===== config.mk =====
export PLATFORM = sky130hd
export DESIGN_NAME = can_rx_id_slot_table_flat
export DESIGN_NICKNAME = d
export VERILOG_FILES = /design/src/rtl/crx_pkg.sv /design/src/rtl/crx_if.sv /design/src/rtl/crx_slot_cell.sv /design/src/rtl/can_rx_id_slot_table.sv /design/src/flat_wrapper.sv
export SDC_FILE = /design/constraint.sdc
export NUM_CORES = 1
export LEC_CHECK = 0
export BUFFER_PORTS_ARGS = -buffer_cell sky130_fd_sc_hd__buf_2
export CAP_MARGIN = 30
export CORE_MARGIN = 2
export CORE_UTILIZATION = 64
export CTS_CLUSTER_SIZE = 16
export DETAILED_ROUTE_END_ITERATION = 12
export GPL_TIMING_DRIVEN = 0
export HOLD_SLACK_MARGIN = 0.05
export PLACE_DENSITY = 0.83
export SLEW_MARGIN = 20
export SYNTH_ARGS = -nofsm -noshare
export SYNTH_HDL_FRONTEND = slang
export SYNTH_SLANG_ARGS = --single-unit

===== constraint.sdc =====
create_clock -name clk -period 14.9 [get_ports clk]
set_input_delay 0.745 -clock clk [delete_from_list [all_inputs] [get_ports clk]]
set_output_delay 0.745 -clock clk [all_outputs]
set_load 0.01 [all_outputs]

===== src/rtl/crx_pkg.sv =====
// Shared types and constants for the CAN receive id slot table.
package crx_pkg;

  localparam int ID_W       = 11;
  localparam int DATA_W     = 64;
  localparam int LEN_W      = 4;
  localparam int SINK_W     = 2;
  localparam int SLOT_FLD_W = 4;   // width of the reported slot index
  localparam int SLOT_IDX_W = 6;   // internal index, covers up to 64 slots
  localparam int CFG_IDX_W  = 2;
  localparam int CFG_DATA_W = 11;
  localparam int HALF_W     = DATA_W / 2;

  localparam logic [LEN_W-1:0] LEN_FULL  = LEN_W'(8);
  localparam logic [LEN_W-1:0] LEN_SHORT = LEN_W'(4);

  localparam logic [ID_W-1:0] RST_ID_SHORT = 11'h212;
  localparam logic [ID_W-1:0] RST_ID_FULL  = 11'h0FF;

  typedef enum logic [CFG_IDX_W-1:0] {
    CFG_DELIVER_EN  = 2'd0,
    CFG_SPECIAL_EN  = 2'd1,
    CFG_ID_SHORT    = 2'd2,
    CFG_ID_FULL     = 2'd3
  } cfg_reg_t;

  typedef enum logic [SINK_W-1:0] {
    SINK_USER  = 2'd0,
    SINK_SHORT = 2'd1,
    SINK_FULL  = 2'd2
  } sink_t;

  typedef enum logic [1:0] {
    ST_IDLE,
    ST_SCAN,
    ST_COMMIT
  } state_t;

  // Search token passed from cell to cell, one hop per cycle.
  typedef struct packed {
    logic                  valid;
    logic                  hit;
    logic [SLOT_IDX_W-1:0] hit_idx;
    logic                  free;
    logic [SLOT_IDX_W-1:0] free_idx;
  } tok_t;

  // Write broadcast from the controller to every cell.
  typedef struct packed {
    logic                  en;
    logic [SLOT_IDX_W-1:0] idx;
    logic                  id_en;
    logic [ID_W-1:0]       id;
    logic [DATA_W-1:0]     data;
    logic                  low_only;
    logic [LEN_W-1:0]      len;
  } wr_t;

endpackage


===== src/rtl/crx_if.sv =====
// Handshake channel interfaces for frame input and slot result output.
interface crx_in_if;
  import crx_pkg::*;
  logic              valid;
  logic              ready;
  logic [ID_W-1:0]   frame_id;
  logic [DATA_W-1:0] frame_data;
  modport source (output valid, output frame_id, output frame_data, input ready);
  modport sink   (input valid, input frame_id, input frame_data, output ready);
endinterface

interface crx_out_if;
  import crx_pkg::*;
  logic                  valid;
  logic                  ready;
  logic [SLOT_FLD_W-1:0] slot_index;
  logic [ID_W-1:0]       entry_id;
  logic [DATA_W-1:0]     entry_data;
  logic [LEN_W-1:0]      entry_length;
  logic [SINK_W-1:0]     entry_sink;
  logic                  newly_allocated;
  logic                  full_overwrite;
  modport source (output valid, output slot_index, output entry_id, output entry_data,
                  output entry_length, output entry_sink, output newly_allocated,
                  output full_overwrite, input ready);
  modport sink   (input valid, input slot_index, input entry_id, input entry_data,
                  input entry_length, input entry_sink, input newly_allocated,
                  input full_overwrite, output ready);
endinterface


===== src/rtl/crx_slot_cell.sv =====
// One table slot: holds id, payload and length, and advances the search token.
module crx_slot_cell #(
  parameter int CELL_IDX = 0
) (
  input  logic                      clk,
  input  logic                      rst_n,
  input  logic [crx_pkg::ID_W-1:0]  key,
  input  crx_pkg::tok_t             tok_in,
  input  crx_pkg::wr_t              wr,
  output crx_pkg::tok_t             tok_out,
  output logic [crx_pkg::ID_W-1:0]  id_o,
  output logic [crx_pkg::DATA_W-1:0] data_o
);
  import crx_pkg::*;

  localparam logic [SLOT_IDX_W-1:0] MY_IDX = SLOT_IDX_W'(CELL_IDX);

  logic [ID_W-1:0]   id_r,   id_nxt;
  logic [DATA_W-1:0] data_r, data_nxt;
  logic [LEN_W-1:0]  len_r,  len_nxt;
  tok_t              tok_r,  tok_nxt;
  logic              sel;

  assign sel = wr.en && (wr.idx == MY_IDX);

  always_comb begin
    id_nxt   = id_r;
    data_nxt = data_r;
    len_nxt  = len_r;
    if (sel) begin
      if (wr.id_en) begin
        id_nxt = wr.id;
      end
      if (wr.low_only) begin
        data_nxt = {data_r[DATA_W-1:HALF_W], wr.data[HALF_W-1:0]};
      end else begin
        data_nxt = wr.data;
      end
      len_nxt = wr.len;
    end
  end

  // first match and first free slot win; later cells leave them alone
  always_comb begin
    tok_nxt = tok_in;
    if (tok_in.valid && !tok_in.hit && (id_r == key)) begin
      tok_nxt.hit     = 1'b1;
      tok_nxt.hit_idx = MY_IDX;
    end
    if (tok_in.valid && !tok_in.free && (id_r == '0)) begin
      tok_nxt.free     = 1'b1;
      tok_nxt.free_idx = MY_IDX;
    end
  end

  always_ff @(posedge clk) begin
    if (!rst_n) begin
      id_r   <= '0;
      data_r <= '0;
      len_r  <= '0;
      tok_r  <= '0;
    end else begin
      id_r   <= id_nxt;
      data_r <= data_nxt;
      len_r  <= len_nxt;
      tok_r  <= tok_nxt;
    end
  end

  assign tok_out = tok_r;
  assign id_o    = id_r;
  assign data_o  = data_r;

endmodule


===== src/rtl/can_rx_id_slot_table.sv =====
// Top level of the CAN receive id slot table: control, config and cell row.
//
// Files received standard CAN frames into a table of SLOT_COUNT slots keyed
// by 11-bit id. in_ch carries one frame per beat (frame_id, frame_data).
// out_ch carries at most one result beat per frame: the slot written, its
// id, data and length after the write, the sink, and new/overwrite flags.
// Ordinary frames give a result only with deliver_enable set; the two
// special ids (when special_route_enable is set) always give one, sink 1
// or 2, and update slot 0 without touching its id.
// cfg_we/cfg_index/cfg_wdata write the four registers, one per cycle.
//
// Timing: after an input beat a search token walks the row of slot cells,
// one cell per cycle, collecting the first matching and first free slot.
// The write and the result register load follow at the same edge, once
// the token has left the last cell and the FSM is in its commit state;
// in_ch.ready returns then, so a new frame is taken only after the last
// one is written. The result beat is valid the cycle after the write.
// Reset (synchronous rst_n) clears all slots to free/zero and loads the
// register defaults. If out_ch stalls, the result is held and the next
// frame is still taken and searched; only its write, when it gives a
// result, waits for the output register to empty.
module can_rx_id_slot_table #(
  parameter int SLOT_COUNT = 16
) (
  input  logic                            clk,
  input  logic                            rst_n,
  crx_in_if.sink                          in_ch,
  crx_out_if.source                       out_ch,
  input  logic                            cfg_we,
  input  logic [crx_pkg::CFG_IDX_W-1:0]   cfg_index,
  input  logic [crx_pkg::CFG_DATA_W-1:0]  cfg_wdata
);
  import crx_pkg::*;

  // config registers
  logic            deliver_en_r, special_en_r;
  logic [ID_W-1:0] id_short_r, id_full_r;

  // frame held for the search
  logic [ID_W-1:0]   key_r;
  logic [DATA_W-1:0] fdata_r;

  state_t state_r, state_nxt;
  tok_t   tok0_r, tok0_nxt;
  tok_t   tail_r;
  tok_t   tok [SLOT_COUNT+1];
  wr_t    wr;

  logic [ID_W-1:0]   cell_id   [SLOT_COUNT];
  logic [DATA_W-1:0] cell_data [SLOT_COUNT];

  // output register
  logic                  out_valid_r, out_valid_nxt;
  logic [SLOT_FLD_W-1:0] o_slot_r;
  logic [ID_W-1:0]       o_id_r;
  logic [DATA_W-1:0]     o_data_r;
  logic [LEN_W-1:0]      o_len_r;
  sink_t                 o_sink_r;
  logic                  o_new_r, o_over_r;

  logic                  accept, sp_short, sp_full, emit, commit, out_free;
  logic [SLOT_IDX_W-1:0] slot_sel;
  logic [ID_W-1:0]       res_id;
  logic [DATA_W-1:0]     res_data;
  logic [LEN_W-1:0]      res_len;
  sink_t                 res_sink;

  assign accept = in_ch.valid && in_ch.ready;

  // ---------------- config ----------------
  always_ff @(posedge clk) begin
    if (!rst_n) begin
      deliver_en_r <= 1'b0;
      special_en_r <= 1'b0;
      id_short_r   <= RST_ID_SHORT;
      id_full_r    <= RST_ID_FULL;
    end else if (cfg_we) begin
      case (cfg_reg_t'(cfg_index))
        CFG_DELIVER_EN: deliver_en_r <= cfg_wdata[0];
        CFG_SPECIAL_EN: special_en_r <= cfg_wdata[0];
        CFG_ID_SHORT:   id_short_r   <= cfg_wdata[ID_W-1:0];
        CFG_ID_FULL:    id_full_r    <= cfg_wdata[ID_W-1:0];
        default: ;
      endcase
    end
  end

  // ---------------- cell row ----------------
  assign tok[0] = tok0_r;

  for (genvar g = 0; g < SLOT_COUNT; g++) begin : g_cell
    crx_slot_cell #(.CELL_IDX(g)) u_cell (
      .clk     (clk),
      .rst_n   (rst_n),
      .key     (key_r),
      .tok_in  (tok[g]),
      .wr      (wr),
      .tok_out (tok[g+1]),
      .id_o    (cell_id[g]),
      .data_o  (cell_data[g])
    );
  end

  // ---------------- decision ----------------
  // short special wins when both special ids are equal
  assign sp_short = special_en_r && (key_r == id_short_r);
  assign sp_full  = special_en_r && (key_r == id_full_r) && !sp_short;
  assign emit     = sp_short || sp_full || deliver_en_r;
  assign out_free = !out_valid_r || out_ch.ready;
  assign commit   = (state_r == ST_COMMIT) && (!emit || out_free);

  always_comb begin
    slot_sel = '0;
    if (!sp_short && !sp_full) begin
      if (tail_r.hit) begin
        slot_sel = tail_r.hit_idx;
      end else if (tail_r.free) begin
        slot_sel = tail_r.free_idx;
      end
    end
  end

  always_comb begin
    res_id   = key_r;
    res_data = fdata_r;
    res_len  = LEN_FULL;
    res_sink = SINK_USER;
    if (sp_short) begin
      res_id   = cell_id[0];
      res_data = {cell_data[0][DATA_W-1:HALF_W], fdata_r[HALF_W-1:0]};
      res_len  = LEN_SHORT;
      res_sink = SINK_SHORT;
    end else if (sp_full) begin
      res_id   = cell_id[0];
      res_sink = SINK_FULL;
    end
  end

  always_comb begin
    wr          = '0;
    wr.en       = commit;
    wr.idx      = slot_sel;
    wr.id_en    = !sp_short && !sp_full;
    wr.id       = key_r;
    wr.data     = fdata_r;
    wr.low_only = sp_short;
    wr.len      = res_len;
  end

  // ---------------- control FSM ----------------
  always_comb begin
    state_nxt = state_r;
    case (state_r)
      ST_IDLE:   if (accept) state_nxt = ST_SCAN;
      ST_SCAN:   if (tok[SLOT_COUNT].valid) state_nxt = ST_COMMIT;
      ST_COMMIT: if (commit) state_nxt = ST_IDLE;
      default:   state_nxt = ST_IDLE;
    endcase
  end

  always_comb begin
    tok0_nxt       = '0;
    tok0_nxt.valid = accept;
    in_ch.ready    = (state_r == ST_IDLE);
  end

  always_comb begin
    out_valid_nxt = out_valid_r;
    if (commit && emit) begin
      out_valid_nxt = 1'b1;
    end else if (out_ch.ready) begin
      out_valid_nxt = 1'b0;
    end
  end

  always_ff @(posedge clk) begin
    if (!rst_n) begin
      state_r     <= ST_IDLE;
      tok0_r      <= '0;
      out_valid_r <= 1'b0;
    end else begin
      state_r     <= state_nxt;
      tok0_r      <= tok0_nxt;
      out_valid_r <= out_valid_nxt;
    end
  end

  // payload registers
  always_ff @(posedge clk) begin
    if (accept) begin
      key_r   <= in_ch.frame_id;
      fdata_r <= in_ch.frame_data;
    end
    if ((state_r == ST_SCAN) && tok[SLOT_COUNT].valid) begin
      tail_r <= tok[SLOT_COUNT];
    end
    if (commit && emit) begin
      o_slot_r <= slot_sel[SLOT_FLD_W-1:0];
      o_id_r   <= res_id;
      o_data_r <= res_data;
      o_len_r  <= res_len;
      o_sink_r <= res_sink;
      o_new_r  <= !sp_short && !sp_full && !tail_r.hit && tail_r.free;
      o_over_r <= !sp_short && !sp_full && !tail_r.hit && !tail_r.free;
    end
  end

  assign out_ch.valid           = out_valid_r;
  assign out_ch.slot_index      = o_slot_r;
  assign out_ch.entry_id        = o_id_r;
  assign out_ch.entry_data      = o_data_r;
  assign out_ch.entry_length    = o_len_r;
  assign out_ch.entry_sink      = o_sink_r;
  assign out_ch.newly_allocated = o_new_r;
  assign out_ch.full_overwrite  = o_over_r;

endmodule

===== src/flat_wrapper.sv =====
// flat-port wrapper written by rule: the top's interface ports become plain ports
module can_rx_id_slot_table_flat import crx_pkg::*;
#(
  parameter int SLOT_COUNT = 16
)
  (clk, rst_n, cfg_we, cfg_index, cfg_wdata, in_ch_valid, in_ch_frame_id, in_ch_frame_data, in_ch_ready, out_ch_valid, out_ch_slot_index, out_ch_entry_id, out_ch_entry_data, out_ch_entry_length, out_ch_entry_sink, out_ch_newly_allocated, out_ch_full_overwrite, out_ch_ready);
  crx_in_if in_ch_i ();
  crx_out_if out_ch_i ();
  input  logic clk;
  input  logic rst_n;
  input  logic cfg_we;
  input  logic [crx_pkg::CFG_IDX_W-1:0] cfg_index;
  input  logic [crx_pkg::CFG_DATA_W-1:0] cfg_wdata;
  input wire logic [$bits(in_ch_i.valid)-1:0] in_ch_valid;
  input wire logic [$bits(in_ch_i.frame_id)-1:0] in_ch_frame_id;
  input wire logic [$bits(in_ch_i.frame_data)-1:0] in_ch_frame_data;
  output wire logic [$bits(in_ch_i.ready)-1:0] in_ch_ready;
  output wire logic [$bits(out_ch_i.valid)-1:0] out_ch_valid;
  output wire logic [$bits(out_ch_i.slot_index)-1:0] out_ch_slot_index;
  output wire logic [$bits(out_ch_i.entry_id)-1:0] out_ch_entry_id;
  output wire logic [$bits(out_ch_i.entry_data)-1:0] out_ch_entry_data;
  output wire logic [$bits(out_ch_i.entry_length)-1:0] out_ch_entry_length;
  output wire logic [$bits(out_ch_i.entry_sink)-1:0] out_ch_entry_sink;
  output wire logic [$bits(out_ch_i.newly_allocated)-1:0] out_ch_newly_allocated;
  output wire logic [$bits(out_ch_i.full_overwrite)-1:0] out_ch_full_overwrite;
  input wire logic [$bits(out_ch_i.ready)-1:0] out_ch_ready;
  assign in_ch_i.valid = in_ch_valid;
  assign in_ch_i.frame_id = in_ch_frame_id;
  assign in_ch_i.frame_data = in_ch_frame_data;
  assign in_ch_ready = in_ch_i.ready;
  assign out_ch_valid = out_ch_i.valid;
  assign out_ch_slot_index = out_ch_i.slot_index;
  assign out_ch_entry_id = out_ch_i.entry_id;
  assign out_ch_entry_data = out_ch_i.entry_data;
  assign out_ch_entry_length = out_ch_i.entry_length;
  assign out_ch_entry_sink = out_ch_i.entry_sink;
  assign out_ch_newly_allocated = out_ch_i.newly_allocated;
  assign out_ch_full_overwrite = out_ch_i.full_overwrite;
  assign out_ch_i.ready = out_ch_ready;
  can_rx_id_slot_table #(.SLOT_COUNT(SLOT_COUNT)) u_core (.clk(clk), .rst_n(rst_n), .in_ch(in_ch_i), .out_ch(out_ch_i), .cfg_we(cfg_we), .cfg_index(cfg_index), .cfg_wdata(cfg_wdata));
endmodule

; ---- Yosys cells after proc, flatten, opt, wreduce, memory -nomap -nowiden
; Index checks and enable logic that the tools add are counted.
[classes]
n_reduce_logical = 206
mux = 46
bitwise_logic = 1
n_eq_ne = 41
[ops]
columns = op, n
row1 = $mux 7, 32
row2 = $eq 11x11->1, 18
row3 = $logic_not 11->1, 16
row4 = $logic_and 1x1->1, 91
row5 = $mux 64, 1
row6 = $reduce_or 2->1, 32
row7 = $eq 6x4->1 const B, 8
row8 = $reduce_and 2->1, 20
row9 = $logic_not 1->1, 36
row10 = $eq 6x3->1 const B, 4
row11 = $mux 11, 2
row12 = $mux 6, 3
row13 = $eq 6x2->1 const B, 2
row14 = $mux 2, 4
row15 = $eq 2x2->1 const B, 3
row16 = $eq 6x1->1 const B, 1
row17 = $logic_not 6->1, 1
row18 = $pmux 2 s3, 1
row19 = $eq 2x1->1 const B, 2
row20 = $logic_not 2->1, 2
row21 = $logic_or 1x1->1, 4
row22 = $mux 4, 1
row23 = $ne 2x2->1 const B, 2
row24 = $reduce_and 3->1, 1
row25 = 5 further kinds, 7
[totals]
output_inout_bits = 89
register_bits = 684
in_bits = 93

; ---- Logic depth before layout (Yosys ltp)
[depth]
word_depth = 11
depth_mapped = 9

; ---- Hierarchy
; From an unflattened synthesis, not the netlist that was laid out.
[unflattened]
hier_cells = 7051
hier_area_um2 = 68938.6
[by_module_without_submodules]
columns = module, area_per_inst_um2, cells_each, instances
row1 = crx_slot_cell (u_core.g_cell[10].u_cell ...), 3913.8, 416, 5
row2 = crx_slot_cell (u_core.g_cell[11].u_cell ...), 3922.5, 412, 4
row3 = crx_slot_cell (u_core.g_cell[4].u_cell ...), 3896.2, 415, 2
row4 = crx_slot_cell (u_core.g_cell[1].u_cell ...), 3672.3, 415, 2
row5 = can_rx_id_slot_table, 7278.2, 419, 1
row6 = crx_slot_cell (u_core.g_cell[15].u_cell), 3822.4, 413, 1
row7 = crx_slot_cell (u_core.g_cell[0].u_cell), 3754.9, 415, 1
row8 = crx_slot_cell (u_core.g_cell[3].u_cell), 3687.3, 416, 1

; ---- Least setup slack after synthesis
; Ideal clock, no wire load.
[synth_timing]
kind = reg-to-reg
from = register u_core.key_r[3]
to = register u_core.o_data_r[0], in the netlist u_core.out_ch.entry_data[0], enable pin
path_stages_with_launch = 9
n_path_buf = 2
setup_slack_ns = 9.247
required_time_ns = 14.371
arrival_ns = 5.124
path_cell_list = edfxtp_1 -> buf_4 -> xnor2_1 -> nand4_1 -> nor3_4 -> or2_4 -> buf_6 -> o21bai_1 -> nor2_1
[synth_between]
elab_chain_len = 10
[synth_rtl]
columns = item, line_no
row1 = "start, declared", can_rx_id_slot_table.sv:40  ; logic [ID_W-1:0] key_r;
row2 = "start signal, assigned", can_rx_id_slot_table.sv:191  ; key_r <= in_ch.frame_id;
row3 = $eq 11x11->1, can_rx_id_slot_table.sv:106  ; assign sp_short = special_en_r && (key_r == id_short_r);
row4 = $logic_and 1x1->1, can_rx_id_slot_table.sv:106
row5 = $logic_not 1->1, can_rx_id_slot_table.sv:107  ; assign sp_full = special_en_r && (key_r == id_full_r) && !sp_short;
row6 = $logic_and 1x1->1, can_rx_id_slot_table.sv:107
row7 = $logic_or 1x1->1 (*) (2 in a row), can_rx_id_slot_table.sv:108  ; assign emit = sp_short || sp_full || deliver_en_r;
row8 = $logic_not 1->1, can_rx_id_slot_table.sv:110  ; assign commit = (state_r == ST_COMMIT) && (!emit || out_free);
row9 = $logic_or 1x1->1, can_rx_id_slot_table.sv:110
row10 = $logic_and 1x1->1, can_rx_id_slot_table.sv:110
row11 = $logic_and 1x1->1 (*), can_rx_id_slot_table.sv:197  ; if (commit && emit) begin
row12 = "end signal, assigned", can_rx_id_slot_table.sv:200  ; o_data_r <= res_data;
row13 = "end, declared", can_rx_id_slot_table.sv:56  ; logic [DATA_W-1:0] o_data_r;
; Mark *: on every way between the ends. The rest lies on a longest branch, timed or not.
; A chain may end at the register's enable or synchronous reset.

; ---- Worst setup path after layout
[layout_timing]
from = register u_core.key_r[5]
to = register u_core.o_data_r[4], in the netlist u_core.out_ch.entry_data[4], enable pin
; Same word-level chain as after synthesis.

==> results.cfg <==
[setup_path]
slowest_stage = nor2_4
worstSetupPathType = flop to flop
r2r-end = u_core.out_ch.entry_data[4]$_DFFE_PP_
crit_top_cell = buf_12
cp.required_ps = 15180
ff2ff_setup_slack_ps = 11390
reg2reg_depth = 11
critPathMaxStageDelay_ps = 430
critPathCaptureType = flop
startpoint_type = flop
worstPathMaxFanout = 26
path_cells = buf_4 -> xnor2_1 -> nand4_1 -> nor3_4 -> or2_4 -> buf_6 -> o21bai_1 -> nor2_4 -> buf_12 -> buf_12 -> buf_16
critPathArrivalTime_ps = 3790
r2r_start = u_core.key_r[5]$_DFFE_PP_

[synth]
synthFlopType = dfxtp_1
syn_area_um2 = 21580
synth_edf_count = 170
ys_top_cells_by_area = dfxtp_1 35%, edfxtp_1 24%, mux2i_1 8.7%
synth_cells = 1973
ys_ff_latch = 552
yosys_warnings = 0
yosysTopAreaCell = dfxtp_1
synth_seq_area_share_pct = 59.10
avgSynthCellArea_um2 = 10.94
synth_top_area_share_pct = 35.44
async_reset_ff_share_pct = 0
ys_types = 50

[clock_tree]
ctsResizeCount = 0
clockRootBuffer = clkbuf_16
clk-insertion-delay-late_ps = 580
cts_setup_buffers = 0
cts-buffers-inserted = 53
cts_tree = done
path_clk_slew_ps = 60
htreeDepth = 2
ctsHoldBuffers = 0
clockBufferDepth = 3
cts.sinks = 552

[sta]
worstMarginPinSlew_ps = 1084
finalWorstSetupSlack_ps = 11390
slew_violations = 0
clock.fmax_mhz = 285.2
fin_crit_sh_pct = 23.53
final-setup-viol-count = 0
finClkSkew_ps = 14.06
rsz0062_at_grt = no
tns_ps = 0
post-route-min-period_ps = 3506
slew_headroom_pct = 27.73
hold_viol = 0

[floorplan]
core_area_um2 = 33360
die_w_um = 187.6
ioPinCount = 182
rows = 67
die_h_um = 187.6
start_util_pct = 64.67
die_area_um2 = 35200

[global_route]
grt.overflow.total = 0
track_usage_pct = 32.68
antenna_found_initial = 1
grt_pass1_wl_um = 87820
grt_pass1_vias = 15530
grt_max_degree = 56

[worst_hold_path]
hold_path.class = input pin to flop
whs_endpoint = u_core.fdata_r[36]$_DFFE_PP_
min_from = in_ch_frame_data[36]
min_path_cells = 1

[power]
ir_worst_vdd_v = 0.0001206
p_leak_uw = 0.009250
share_seq_of_total_power_pct = 50.7
p_sw_share_pct = 21.75
p_comb_share_pct = 4.8
p_clk_share_pct = 44.5
powerDensity_nw_per_um2 = 124.0
p_int_uw = 2426
switchingPower_uw = 674.4

[routing]
drt-wirelength-per-cell_um = 21.51
drt-pass1-iter-count = 6
drc = 0
ant_nets = 0
drt_iter0_markers = 1919
vias = 15960
wirelength_um = 58310
drt-vias-per-instance = 5.886

[place]
port_buffers = 178
gp_congestion = 0.9424
dpl_worst_slack_ps = 11500
dpl.hpwl_um = 39210

[layout]
areaGrowthSynthToFinish_pct = 15.83
fillers = 2211
nets = 2310
drive_gt1_share_pct = 16.36

[job]
drv_cap = 0

[status]
status = finished clean
==> area by class of cell <==
cell class | count | area (um2) | share of cell area, %
diodes | 2 | 5.005 | 0.02003
plain buffers | 117 | 623.1 | 2.493
clock buffers | 77 | 1520 | 6.083
clock inverters | 22 | 271.5 | 1.086
inverters | 10 | 37.54 | 0.1502
multi-input cells | 1295 | 8178 | 32.72
flip-flops and latches | 552 | 12750 | 51.02
well taps | 448 | 560.5 | 2.243
repair buffers | 188 | 1045 | 4.180
==> per-layer routing <==
metal	routed length, um	vias to the layer above	track usage (%)	part of all wire (%)
met3	6158	166	7.224	11
li1	-	7219	-	-
met4	2265	0	14.66	3.9
met5	0	-	0	0
met2	26930	867	51.64	46
met1	22960	7705	43.47	39
==> cell usage after synthesis, types with 31 or more instances <==
cell / n
nand4_1: 52
edfxtp_1: 170
dfxtp_1: 382
clkbuf_1: 61
nand3_1: 67
o21ai_0: 31
nand2_1: 250
nor4_1: 35
nor2_1: 285
xnor2_1: 168
mux2i_1: 188
mux2_2: 32
==> flip-flops by register name (all words and copies together), names as in the netlist <==
register and count:
u_core.key_r 11, u_core.out_ch.newly_allocated 1, u_core.out_ch.entry_sink 2, u_core.fdata_r 64, u_core.g_cell.u_cell.data_o 32, u_core.deliver_en_r 1
u_core.tail_r 10, u_core.out_ch.entry_data 64, u_core.g_cell.u_cell.tok_out 146, u_core.id_short_r 11, u_core.out_ch.entry_id 11, u_core.state_r 2
u_core.out_ch.full_overwrite 1, u_core.special_en_r 1, u_core.id_full_r 11, u_core.out_ch.valid 1, u_core.out_ch.slot_index 4, u_core.tok 1
u_core.out_ch.entry_length 2, u_core.g_cell.u_cell.id_o 176
==> metrics by stage <==
step	area [um2]	power [uW]	util, %	hold slack [ps]	std cells
CTS	24970	3103	74.83	321.6	2706
floorplan	21580	1685	-	385.5	1974
detailed placement	23170	1747	69.46	388.7	2607
finish	24990	3100	74.91	334.2	2711
global route	24990	3168	74.89	320.7	2709
global placement	23030	1741	69.03	387.1	2600
==> cell usage in the layout (no fill, tap or decap), types with 15 or more instances in the layout <==
cell       Yosys  layout
nor4_1        35      35
nand2_1      250     250
dfxtp_1      382     382
and3_1        17      17
nand4_1       52      52
nor2_1       285     284
and2_1        22      21
a21oi_1       18      18
nand3_1       67      67
buf_6         12      15
xor2_1        23      23
mux2_2        32      32
buf_2         18     196
buf_4         19      19
nor3b_1       18      18
edfxtp_1     170     170
xnor2_1      168     168
o21ai_0       31      31
clkbuf_16      0      56
clkbuf_1      61      78
nor3_1        26      26
mux2i_1      188     188
==> worst max-delay path, delay by kind of cell (launching register included) <==
kind	cells	cell delay, ps
DFF	1	350
and+or+nand+nor	4	1260
xor gates and xnor gates	1	350
buffers and inverters	5	1030
AOI/OAI and AO/OA	1	140
==> worst max path at each step <==
stage / from / endpoint / slack, ps / cells past startpoint
after floorplan: u_core.key_r[3]$_DFFE_PP_ / u_core.out_ch.entry_data[0]$_DFFE_PP_ / 9250 / 8
after global placement: u_core.key_r[4]$_DFFE_PP_ / u_core.out_ch.entry_data[4]$_DFFE_PP_ / 7400 / 8
after detailed placement: u_core.key_r[4]$_DFFE_PP_ / u_core.out_ch.entry_data[4]$_DFFE_PP_ / 11500 / 11
after CTS: u_core.key_r[4]$_DFFE_PP_ / u_core.out_ch.entry_data[4]$_DFFE_PP_ / 11460 / 11
after global routing: u_core.key_r[4]$_DFFE_PP_ / u_core.out_ch.entry_data[4]$_DFFE_PP_ / 11290 / 11
final: u_core.key_r[5]$_DFFE_PP_ / u_core.out_ch.entry_data[4]$_DFFE_PP_ / 11390 / 11
==> power groups by stage <==
stage,clock network (uW),logic (uW),registers [uW]
after floorplan,0,81.7,1600
after global placement,0,136,1610
after detailed placement,0,142,1610
after CTS,1390,143,1570
after global routing,1440,154,1570
final,1380,147,1570
==> kinds of logic (layout without fill, tap and decap cells) <==
family | after synthesis | in the layout | synth area share [%]
flip-flops | 552 | 552 | 59.10
AO/OA/AOI/OAI | 61 | 61 | 1.577
buffers and inverters | 127 | 414 | 3.062
XOR/XNOR | 198 | 198 | 8.281
AND/OR/NAND/NOR | 814 | 814 | 17.57
other | 1 | 4 | 0.01738
multiplexers | 220 | 220 | 10.39
(Power assumes the default switching activity.)
